$ cat src/hw/rtl/plfe_pkg.sv
package plfe_pkg;

    localparam int MODE_W = 3;
    localparam int LVL_W  = 8;
    localparam int DUR_W  = 16;
    localparam int CNT_W  = 26;
    localparam int DIV_STEPS = CNT_W;
    localparam int DIV_CNT_W = $clog2(DIV_STEPS);

    localparam logic [MODE_W-1:0] MODE_TICK = 3'd0;
    localparam logic [MODE_W-1:0] MODE_SET  = 3'd1;
    localparam logic [MODE_W-1:0] MODE_FADE = 3'd2;
    localparam logic [MODE_W-1:0] MODE_ON   = 3'd3;
    localparam logic [MODE_W-1:0] MODE_OFF  = 3'd4;

    localparam logic [CNT_W-1:0] MS_PER_S = CNT_W'(1000);
    localparam logic [CNT_W-1:0] CNT_MAX  = '1;
    localparam logic [LVL_W-1:0] DUTY_ON  = LVL_W'(1);

    typedef struct packed {
        logic load;
        logic exec;
        logic div_load;
        logic div_step;
        logic commit;
        logic out_load;
    } plfe_cmd_t;

    typedef struct packed {
        logic fade_start;
        logic div_last;
        logic out_free;
    } plfe_sts_t;

endpackage

$ cat src/hw/rtl/plfe_ifs.sv
interface plfe_req_if;
    import plfe_pkg::*;

    logic              valid;
    logic              ready;
    logic [MODE_W-1:0] mode;
    logic [LVL_W-1:0]  level;
    logic [DUR_W-1:0]  duration_s;

    modport source (output valid, output mode, output level, output duration_s, input ready);
    modport sink   (input valid, input mode, input level, input duration_s, output ready);
endinterface

interface plfe_rsp_if;
    import plfe_pkg::*;

    logic             valid;
    logic             ready;
    logic [LVL_W-1:0] pwm_duty;
    logic [LVL_W-1:0] brightness;
    logic             fading;

    modport source (output valid, output pwm_duty, output brightness, output fading, input ready);
    modport sink   (input valid, input pwm_duty, input brightness, input fading, output ready);
endinterface

$ cat src/hw/rtl/plfe_div.sv
module plfe_div (
    input  logic                       clk,
    input  logic                       rst_n,
    input  logic                       load,
    input  logic                       step,
    input  logic [plfe_pkg::CNT_W-1:0] dividend,
    input  logic [plfe_pkg::LVL_W-1:0] divisor,
    output logic [plfe_pkg::CNT_W-1:0] quotient,
    output logic                       last
);
    import plfe_pkg::*;

    logic [CNT_W-1:0]     dvd_reg, dvd_next;
    logic [LVL_W-1:0]     rem_reg, rem_next;
    logic [LVL_W-1:0]     dsr_reg, dsr_next;
    logic [DIV_CNT_W-1:0] cnt_reg, cnt_next;
    logic [LVL_W:0]       trial;
    logic [LVL_W:0]       diff;
    logic                 fits;

    assign trial = {rem_reg, dvd_reg[CNT_W-1]};
    assign fits  = trial >= {1'b0, dsr_reg};
    assign diff  = trial - {1'b0, dsr_reg};

    always_comb
    begin
        dvd_next = dvd_reg;
        rem_next = rem_reg;
        dsr_next = dsr_reg;
        cnt_next = cnt_reg;
        if (load)
        begin
            dvd_next = dividend;
            rem_next = '0;
            dsr_next = divisor;
            cnt_next = '0;
        end
        else if (step)
        begin
            dvd_next = {dvd_reg[CNT_W-2:0], fits};
            rem_next = fits ? diff[LVL_W-1:0] : trial[LVL_W-1:0];
            cnt_next = cnt_reg + 1'b1;
        end
    end

    always_ff @(posedge clk or negedge rst_n)
    begin
        if (!rst_n)
        begin
            cnt_reg <= '0;
        end
        else
        begin
            cnt_reg <= cnt_next;
        end
    end

    always_ff @(posedge clk)
    begin
        dvd_reg <= dvd_next;
        rem_reg <= rem_next;
        dsr_reg <= dsr_next;
    end

    assign quotient = dvd_reg;
    assign last     = cnt_reg == DIV_CNT_W'(DIV_STEPS - 1);

endmodule

$ cat src/hw/rtl/plfe_dp.sv
module plfe_dp (
    input  logic                        clk,
    input  logic                        rst_n,
    input  plfe_pkg::plfe_cmd_t         cmd,
    output plfe_pkg::plfe_sts_t         sts,
    input  logic [plfe_pkg::MODE_W-1:0] in_mode,
    input  logic [plfe_pkg::LVL_W-1:0]  in_level,
    input  logic [plfe_pkg::DUR_W-1:0]  in_duration_s,
    input  logic                        out_ready,
    output logic                        out_valid,
    output logic [plfe_pkg::LVL_W-1:0]  out_pwm_duty,
    output logic [plfe_pkg::LVL_W-1:0]  out_brightness,
    output logic                        out_fading
);
    import plfe_pkg::*;

    logic [MODE_W-1:0] mode_reg, mode_next;
    logic [LVL_W-1:0]  tgt_in_reg, tgt_in_next;
    logic [DUR_W-1:0]  dur_reg, dur_next;
    logic [LVL_W-1:0]  diff_reg, diff_next;
    logic [CNT_W-1:0]  prod_reg, prod_next;

    logic [LVL_W-1:0]  level_reg, level_next;
    logic [LVL_W-1:0]  duty_reg, duty_next;
    logic              fade_on_reg, fade_on_next;
    logic              fade_down_reg, fade_down_next;
    logic [LVL_W-1:0]  target_reg, target_next;
    logic [CNT_W-1:0]  interval_reg, interval_next;
    logic [CNT_W-1:0]  elapsed_reg, elapsed_next;

    logic              out_valid_reg, out_valid_next;
    logic [LVL_W-1:0]  out_duty_reg, out_duty_next;
    logic [LVL_W-1:0]  out_level_reg, out_level_next;
    logic              out_fading_reg, out_fading_next;

    logic [CNT_W-1:0]  el_inc;
    logic [LVL_W-1:0]  step_level;
    logic [CNT_W-1:0]  quotient;
    logic              div_last;

    plfe_div u_div (
        .clk      (clk),
        .rst_n    (rst_n),
        .load     (cmd.div_load),
        .step     (cmd.div_step),
        .dividend (prod_reg),
        .divisor  (diff_reg),
        .quotient (quotient),
        .last     (div_last)
    );

    assign el_inc     = (elapsed_reg == CNT_MAX) ? elapsed_reg : elapsed_reg + 1'b1;
    assign step_level = fade_down_reg ? level_reg - 1'b1 : level_reg + 1'b1;

    always_comb
    begin
        mode_next       = mode_reg;
        tgt_in_next     = tgt_in_reg;
        dur_next        = dur_reg;
        diff_next       = diff_reg;
        prod_next       = prod_reg;
        level_next      = level_reg;
        duty_next       = duty_reg;
        fade_on_next    = fade_on_reg;
        fade_down_next  = fade_down_reg;
        target_next     = target_reg;
        interval_next   = interval_reg;
        elapsed_next    = elapsed_reg;
        out_valid_next  = out_valid_reg;
        out_duty_next   = out_duty_reg;
        out_level_next  = out_level_reg;
        out_fading_next = out_fading_reg;

        if (cmd.load)
        begin
            mode_next   = in_mode;
            tgt_in_next = in_level;
            dur_next    = in_duration_s;
        end

        if (cmd.exec)
        begin
            unique case (mode_reg)
                MODE_TICK:
                begin
                    if (fade_on_reg)
                    begin
                        if (el_inc > interval_reg)
                        begin
                            level_next   = step_level;
                            duty_next    = step_level;
                            elapsed_next = '0;
                            if (step_level == target_reg)
                            begin
                                fade_on_next = 1'b0;
                            end
                        end
                        else
                        begin
                            elapsed_next = el_inc;
                        end
                    end
                end
                MODE_SET:
                begin
                    level_next = tgt_in_reg;
                    duty_next  = tgt_in_reg;
                end
                MODE_FADE:
                begin
                    if (tgt_in_reg != level_reg)
                    begin
                        fade_down_next = level_reg > tgt_in_reg;
                        diff_next      = (level_reg > tgt_in_reg) ? level_reg - tgt_in_reg
                                                                  : tgt_in_reg - level_reg;
                        prod_next      = CNT_W'(dur_reg) * MS_PER_S;
                    end
                end
                MODE_ON:
                begin
                    if (level_reg == '0)
                    begin
                        duty_next = DUTY_ON;
                    end
                end
                MODE_OFF:
                begin
                    duty_next = '0;
                end
                default:
                begin
                end
            endcase
        end

        if (cmd.commit)
        begin
            interval_next = quotient;
            target_next   = tgt_in_reg;
            elapsed_next  = '0;
            fade_on_next  = 1'b1;
        end

        if (cmd.out_load)
        begin
            out_valid_next  = 1'b1;
            out_duty_next   = duty_reg;
            out_level_next  = level_reg;
            out_fading_next = fade_on_reg;
        end
        else if (out_ready)
        begin
            out_valid_next = 1'b0;
        end
    end

    always_ff @(posedge clk or negedge rst_n)
    begin
        if (!rst_n)
        begin
            level_reg     <= '0;
            duty_reg      <= '0;
            fade_on_reg   <= 1'b0;
            fade_down_reg <= 1'b0;
            target_reg    <= '0;
            interval_reg  <= '0;
            elapsed_reg   <= '0;
            out_valid_reg <= 1'b0;
        end
        else
        begin
            level_reg     <= level_next;
            duty_reg      <= duty_next;
            fade_on_reg   <= fade_on_next;
            fade_down_reg <= fade_down_next;
            target_reg    <= target_next;
            interval_reg  <= interval_next;
            elapsed_reg   <= elapsed_next;
            out_valid_reg <= out_valid_next;
        end
    end

    always_ff @(posedge clk)
    begin
        mode_reg       <= mode_next;
        tgt_in_reg     <= tgt_in_next;
        dur_reg        <= dur_next;
        diff_reg       <= diff_next;
        prod_reg       <= prod_next;
        out_duty_reg   <= out_duty_next;
        out_level_reg  <= out_level_next;
        out_fading_reg <= out_fading_next;
    end

    assign sts.fade_start = (mode_reg == MODE_FADE) && (tgt_in_reg != level_reg);
    assign sts.div_last   = div_last;
    assign sts.out_free   = !out_valid_reg || out_ready;

    assign out_valid      = out_valid_reg;
    assign out_pwm_duty   = out_duty_reg;
    assign out_brightness = out_level_reg;
    assign out_fading     = out_fading_reg;

endmodule

$ cat src/hw/rtl/plfe_ctrl.sv
module plfe_ctrl (
    input  logic                clk,
    input  logic                rst_n,
    input  logic                in_valid,
    output logic                in_ready,
    input  plfe_pkg::plfe_sts_t sts,
    output plfe_pkg::plfe_cmd_t cmd
);
    import plfe_pkg::*;

    typedef enum logic [2:0] {
        ST_IDLE,
        ST_EXEC,
        ST_DIV_LOAD,
        ST_DIV,
        ST_COMMIT,
        ST_DONE
    } state_t;

    state_t state_reg;
    logic   ready_reg;

    always_ff @(posedge clk or negedge rst_n)
    begin
        if (!rst_n)
        begin
            state_reg <= ST_IDLE;
            ready_reg <= 1'b1;
        end
        else
        begin
            unique case (state_reg)
                ST_IDLE:
                begin
                    if (in_valid)
                    begin
                        state_reg <= ST_EXEC;
                        ready_reg <= 1'b0;
                    end
                end
                ST_EXEC:
                begin
                    state_reg <= sts.fade_start ? ST_DIV_LOAD : ST_DONE;
                end
                ST_DIV_LOAD:
                begin
                    state_reg <= ST_DIV;
                end
                ST_DIV:
                begin
                    if (sts.div_last)
                    begin
                        state_reg <= ST_COMMIT;
                    end
                end
                ST_COMMIT:
                begin
                    state_reg <= ST_DONE;
                end
                ST_DONE:
                begin
                    if (sts.out_free)
                    begin
                        state_reg <= ST_IDLE;
                        ready_reg <= 1'b1;
                    end
                end
                default:
                begin
                    state_reg <= ST_IDLE;
                    ready_reg <= 1'b1;
                end
            endcase
        end
    end

    always_comb
    begin
        cmd = '0;
        unique case (state_reg)
            ST_IDLE:     cmd.load     = in_valid;
            ST_EXEC:     cmd.exec     = 1'b1;
            ST_DIV_LOAD: cmd.div_load = 1'b1;
            ST_DIV:      cmd.div_step = 1'b1;
            ST_COMMIT:   cmd.commit   = 1'b1;
            ST_DONE:     cmd.out_load = sts.out_free;
            default:     cmd          = '0;
        endcase
    end

    assign in_ready = ready_reg;

endmodule

$ cat src/hw/rtl/pwm_led_fade_engine_top.sv
// LED fade engine: one request (tick, set, fade, on, off, unused) yields one
// response with the duty, the stored brightness and the fade flag after it.
// Tick, set, on, off and unused codes pass the execute and done states; a fade
// start that changes the level also passes divider load, the 26-step restoring
// divider that forms duration_s*1000 / level difference one quotient bit per
// cycle, and commit. A finished response waits in the output register, so the
// next request is accepted while it is still pending.
module pwm_led_fade_engine_top (
    input  logic        clk,
    input  logic        rst_n,
    plfe_req_if.sink    req,
    plfe_rsp_if.source  rsp
);
    import plfe_pkg::*;

    plfe_cmd_t cmd;
    plfe_sts_t sts;

    plfe_ctrl u_ctrl (
        .clk      (clk),
        .rst_n    (rst_n),
        .in_valid (req.valid),
        .in_ready (req.ready),
        .sts      (sts),
        .cmd      (cmd)
    );

    plfe_dp u_dp (
        .clk            (clk),
        .rst_n          (rst_n),
        .cmd            (cmd),
        .sts            (sts),
        .in_mode        (req.mode),
        .in_level       (req.level),
        .in_duration_s  (req.duration_s),
        .out_ready      (rsp.ready),
        .out_valid      (rsp.valid),
        .out_pwm_duty   (rsp.pwm_duty),
        .out_brightness (rsp.brightness),
        .out_fading     (rsp.fading)
    );

endmodule

$ cat src/flat_wrapper.sv
// flat-port wrapper written by rule: the top's interface ports become plain ports
module pwm_led_fade_engine_top_flat import plfe_pkg::*;
  (clk, rst_n, req_valid, req_mode, req_level, req_duration_s, req_ready, rsp_valid, rsp_pwm_duty, rsp_brightness, rsp_fading, rsp_ready);
  plfe_req_if req_i ();
  plfe_rsp_if rsp_i ();
  input  logic clk;
  input  logic rst_n;
  input wire logic [$bits(req_i.valid)-1:0] req_valid;
  input wire logic [$bits(req_i.mode)-1:0] req_mode;
  input wire logic [$bits(req_i.level)-1:0] req_level;
  input wire logic [$bits(req_i.duration_s)-1:0] req_duration_s;
  output wire logic [$bits(req_i.ready)-1:0] req_ready;
  output wire logic [$bits(rsp_i.valid)-1:0] rsp_valid;
  output wire logic [$bits(rsp_i.pwm_duty)-1:0] rsp_pwm_duty;
  output wire logic [$bits(rsp_i.brightness)-1:0] rsp_brightness;
  output wire logic [$bits(rsp_i.fading)-1:0] rsp_fading;
  input wire logic [$bits(rsp_i.ready)-1:0] rsp_ready;
  assign req_i.valid = req_valid;
  assign req_i.mode = req_mode;
  assign req_i.level = req_level;
  assign req_i.duration_s = req_duration_s;
  assign req_ready = req_i.ready;
  assign rsp_valid = rsp_i.valid;
  assign rsp_pwm_duty = rsp_i.pwm_duty;
  assign rsp_brightness = rsp_i.brightness;
  assign rsp_fading = rsp_i.fading;
  assign rsp_i.ready = rsp_ready;
  pwm_led_fade_engine_top u_core (.clk(clk), .rst_n(rst_n), .req(req_i), .rsp(rsp_i));
endmodule
$ cat config.mk
export PLATFORM = sky130hd
export DESIGN_NAME = pwm_led_fade_engine_top_flat
export DESIGN_NICKNAME = d
export VERILOG_FILES = /design/src/hw/rtl/plfe_pkg.sv /design/src/hw/rtl/plfe_ifs.sv /design/src/hw/rtl/plfe_div.sv /design/src/hw/rtl/plfe_dp.sv /design/src/hw/rtl/plfe_ctrl.sv /design/src/hw/rtl/pwm_led_fade_engine_top.sv /design/src/flat_wrapper.sv
export SDC_FILE = /design/constraint.sdc
export NUM_CORES = 1
export LEC_CHECK = 0
export ABC_AREA = 1
export BUFFER_PORTS_ARGS = -buffer_cell sky130_fd_sc_hd__buf_4
export CAP_MARGIN = 5
export CORE_MARGIN = 3
export CORE_UTILIZATION = 40
export CTS_BUF_LIST = sky130_fd_sc_hd__clkbuf_16
export CTS_CLUSTER_SIZE = 24
export DETAILED_ROUTE_END_ITERATION = 10
export MAX_ROUTING_LAYER = met4
export PLACE_DENSITY = 0.67
export RECOVER_POWER = 50
export SLEW_MARGIN = 5
export SYNTH_ARGS = -nofsm -noshare
export SYNTH_HDL_FRONTEND = slang
export SYNTH_SLANG_ARGS = --single-unit
$ cat constraint.sdc
create_clock -name clk -period 5.8 [get_ports clk]
set_input_delay 0.29 -clock clk [delete_from_list [all_inputs] [get_ports clk]]
set_output_delay 0.29 -clock clk [all_outputs]
set_load 0.03 [all_outputs]
==> impl_metrics.env <==
export IMPL_status="finished with violations"
export IMPL_violations="capacitance limit, slew limit"
export IMPL_ys_types=51
export IMPL_rrSetupSlack_ps=1460
export IMPL_yosysSeqAreaShare_pct=42.1
export IMPL_reg2reg_from="u_core.u_dp.dur_reg[10]$_DFFE_PP_"
export IMPL_viasPerCell=4.85
export IMPL_gr_total_overflow=0
export IMPL_synth_area_top_cells="edfxtp_1, dfrtp_1, nand2_1, ha_1, fa_1"
export IMPL_whs_path_depth=4
export IMPL_report_final_slew_viol_count=139
export IMPL_synth_area_um2=13400
export IMPL_cp_arrival_ps=4620
export IMPL_routed_wl_um=28000
export IMPL_critPathLaunch="u_core.u_dp.dur_reg[10]$_DFFE_PP_"
export IMPL_cts_hold_fix_buffers=28
export IMPL_finalWeightedCongestion=0.885
export IMPL_finClkSkew_ps=22.4
export IMPL_diodes=0
export IMPL_ctsResizeCount=0
export IMPL_hp_start="rsp_ready"
export IMPL_num_rows=66
export IMPL_endpoint_kind="flip-flop"
export IMPL_drt_iter0_drc=552
export IMPL_busiest_layer="met2"
export IMPL_cts_buffers=25
export IMPL_design_area_um2=15300
export IMPL_hp_class="in2reg"
export IMPL_wl_per_cell_um=13.8
export IMPL_antenna_left=0
export IMPL_yosysTopAreaCell="edfxtp_1"
export IMPL_htree_levels=1
export IMPL_synth_cells=1485
export IMPL_cts_setup_buffers=0
export IMPL_worst_slew_pin_slew_ps=2370
export IMPL_timing_hold_ws_ps=78.7
export IMPL_tritoncts="yes"
export IMPL_setup_violations=0
export IMPL_cts_buffer_depth=3
export IMPL_synth_edf_count=109
export IMPL_gr_usage_all_layers_pct=16.6
export IMPL_core_area_um2=32800
export IMPL_fin_nets=1773
export IMPL_drv_cap=3
export IMPL_grt_max_degree=66
export IMPL_use_met2_pct=27.5
export IMPL_critical_path_required_ps=6080
export IMPL_die_x_um=189
export IMPL_antenna_found_initial=0
export IMPL_drcViolationCount=0
export IMPL_holdPathEnd="u_core.u_dp.out_valid$_DFFE_PN0P_"
export IMPL_finalCriticalPeriod_ps=4340
export IMPL_dieHeight_um=189
export IMPL_route_vias_total=9859
export IMPL_max_freq_mhz=230
export IMPL_synth_fp_nets=1685
export IMPL_initial_core_util_pct=40.8
export IMPL_clkSlewWorstSetupHoldPaths_ps=60
export IMPL_ys_ff_latch=205
export IMPL_io_buffers=49
export IMPL_totalNegativeSetupSlack_ps=0
export IMPL_reg2reg_to="u_core.u_dp.prod_reg[23]$_DFFE_PP_"
export IMPL_synth_area_per_cell_um2=9.01
export IMPL_hold_viol_final=0
export IMPL_rsz0062_at_grt="false"
export IMPL_cts_root_buf="clkbuf_16"
export IMPL_met1_usage_pct=21.6
export IMPL_min_period_over_period_pct=74.9
export IMPL_worstSetupPathType="reg2reg"
export IMPL_yosysWarnings=0
export IMPL_slew_limit_headroom_pct=-58.2
export IMPL_grt_pass1_vias=10000
export IMPL_place_area_um2=14200
export IMPL_async_flop_share_pct=42.9
export IMPL_synth_most_common_cell="nand2_1"
export IMPL_synth_top_area_share_pct=24.5
export IMPL_grt_util_met3_pct=2.26
export IMPL_syn_to_final_growth_pct=14.0
export IMPL_post_dp_hpwl_um=21200
export IMPL_ys_top_cells_by_count="nand2_1, inv_1, ha_1"
export IMPL_ioPinCount=50
export IMPL_first_pass_iters=5
export IMPL_start_kind="flip-flop"
export IMPL_fillers=3116
export IMPL_dieArea_um2=35700
export IMPL_grt_first_pass_wirelength_um=48300
export IMPL_numClockSinks=205
export IMPL_r2r_cells=14
export IMPL_crit_fanout=4
export IMPL_clock_latency_ps=530
export IMPL_synth_top_flop_cell="edfxtp_1"
export IMPL_layout_drive_gt1_share_pct=9.05
[worst max path at each step]
stage	end	slack, ps	cells after the start
CTS	u_core.u_dp.prod_reg[23]$_DFFE_PP_	1440	14
detailed placement	u_core.u_dp.prod_reg[23]$_DFFE_PP_	1460	14
floorplan	u_core.u_dp.prod_reg[24]$_DFFE_PP_	1840	14
global placement	u_core.u_dp.prod_reg[24]$_DFFE_PP_	1580	15
global route	u_core.u_dp.prod_reg[23]$_DFFE_PP_	1110	14
finish	u_core.u_dp.prod_reg[23]$_DFFE_PP_	1460	14
[logic make-up after synthesis]
logic type	share of synthesized area, %
adder cells (fa/ha/maj)	19.0
flip-flops	42.1
buffers and inverters	7.84
multiplexers	0.0748
AO/OA/AOI/OAI	6.80
XOR/XNOR	3.53
AND/OR/NAND/NOR	20.6
[per-layer routing]
layer,vias up,share of wire [%]
met5,-,0
met4,0,2.3
met3,48,4.2
met2,162,47
met1,4679,46
li1,4970,-
[critical path, stage by stage (launching register included)]
cell and delay, ps:
edfxtp_1 410, inv_1 230, fa_1 490, fa_1 520, inv_1 50, fa_1 490, inv_1 50, fa_1 490
inv_1 40, ha_1 350, nand2_1 140, nor4_1 430, nand4_1 180, nand3_1 150, xor2_1 70
[metrics by stage]
stage	setup WS (ps)	std cells	utilization (%)
3_5_place_dp	1460	1960	43.4
4_1_cts	1440	2034	46.8
5_1_grt	1110	2034	46.6
6_report	1460	2034	46.6
3_3_place_gp	1580	1960	43.4
2_1_floorplan	1840	1485	-
[layout by cell type (no fill, tap or decap), types with 10 or more instances in the layout]
| cell type | n |
|---|---|
| nand3_1 | 63 |
| inv_1 | 235 |
| nand2_2 | 29 |
| clkbuf_1 | 23 |
| inv_2 | 10 |
| a21oi_1 | 50 |
| clkbuf_4 | 27 |
| nor2_1 | 75 |
| nor3_1 | 19 |
| xor2_1 | 32 |
| clkbuf_16 | 25 |
| dfrtp_1 | 87 |
| o21ai_0 | 64 |
| dlygate4sd3_1 | 28 |
| nand4_1 | 20 |
| nand2_1 | 387 |
| fa_1 | 58 |
| xnor2_1 | 22 |
| edfxtp_1 | 109 |
| ha_1 | 111 |
| o21ai_2 | 11 |
[layout make-up]
cell class / count / area, um^2 / area share, %
flip-flops and latches: 205 / 5640 / 36.9
inverters: 240 / 901 / 5.90
repair buffers: 84 / 614 / 4.02
clock inverters: 21 / 224 / 1.47
clock buffers: 25 / 626 / 4.10
multi-input cells: 1017 / 6710 / 44.0
well taps: 442 / 553 / 3.62
Power is not shown: default switching activity piles up to over one toggle a cycle in this logic, so the estimate is an artifact.
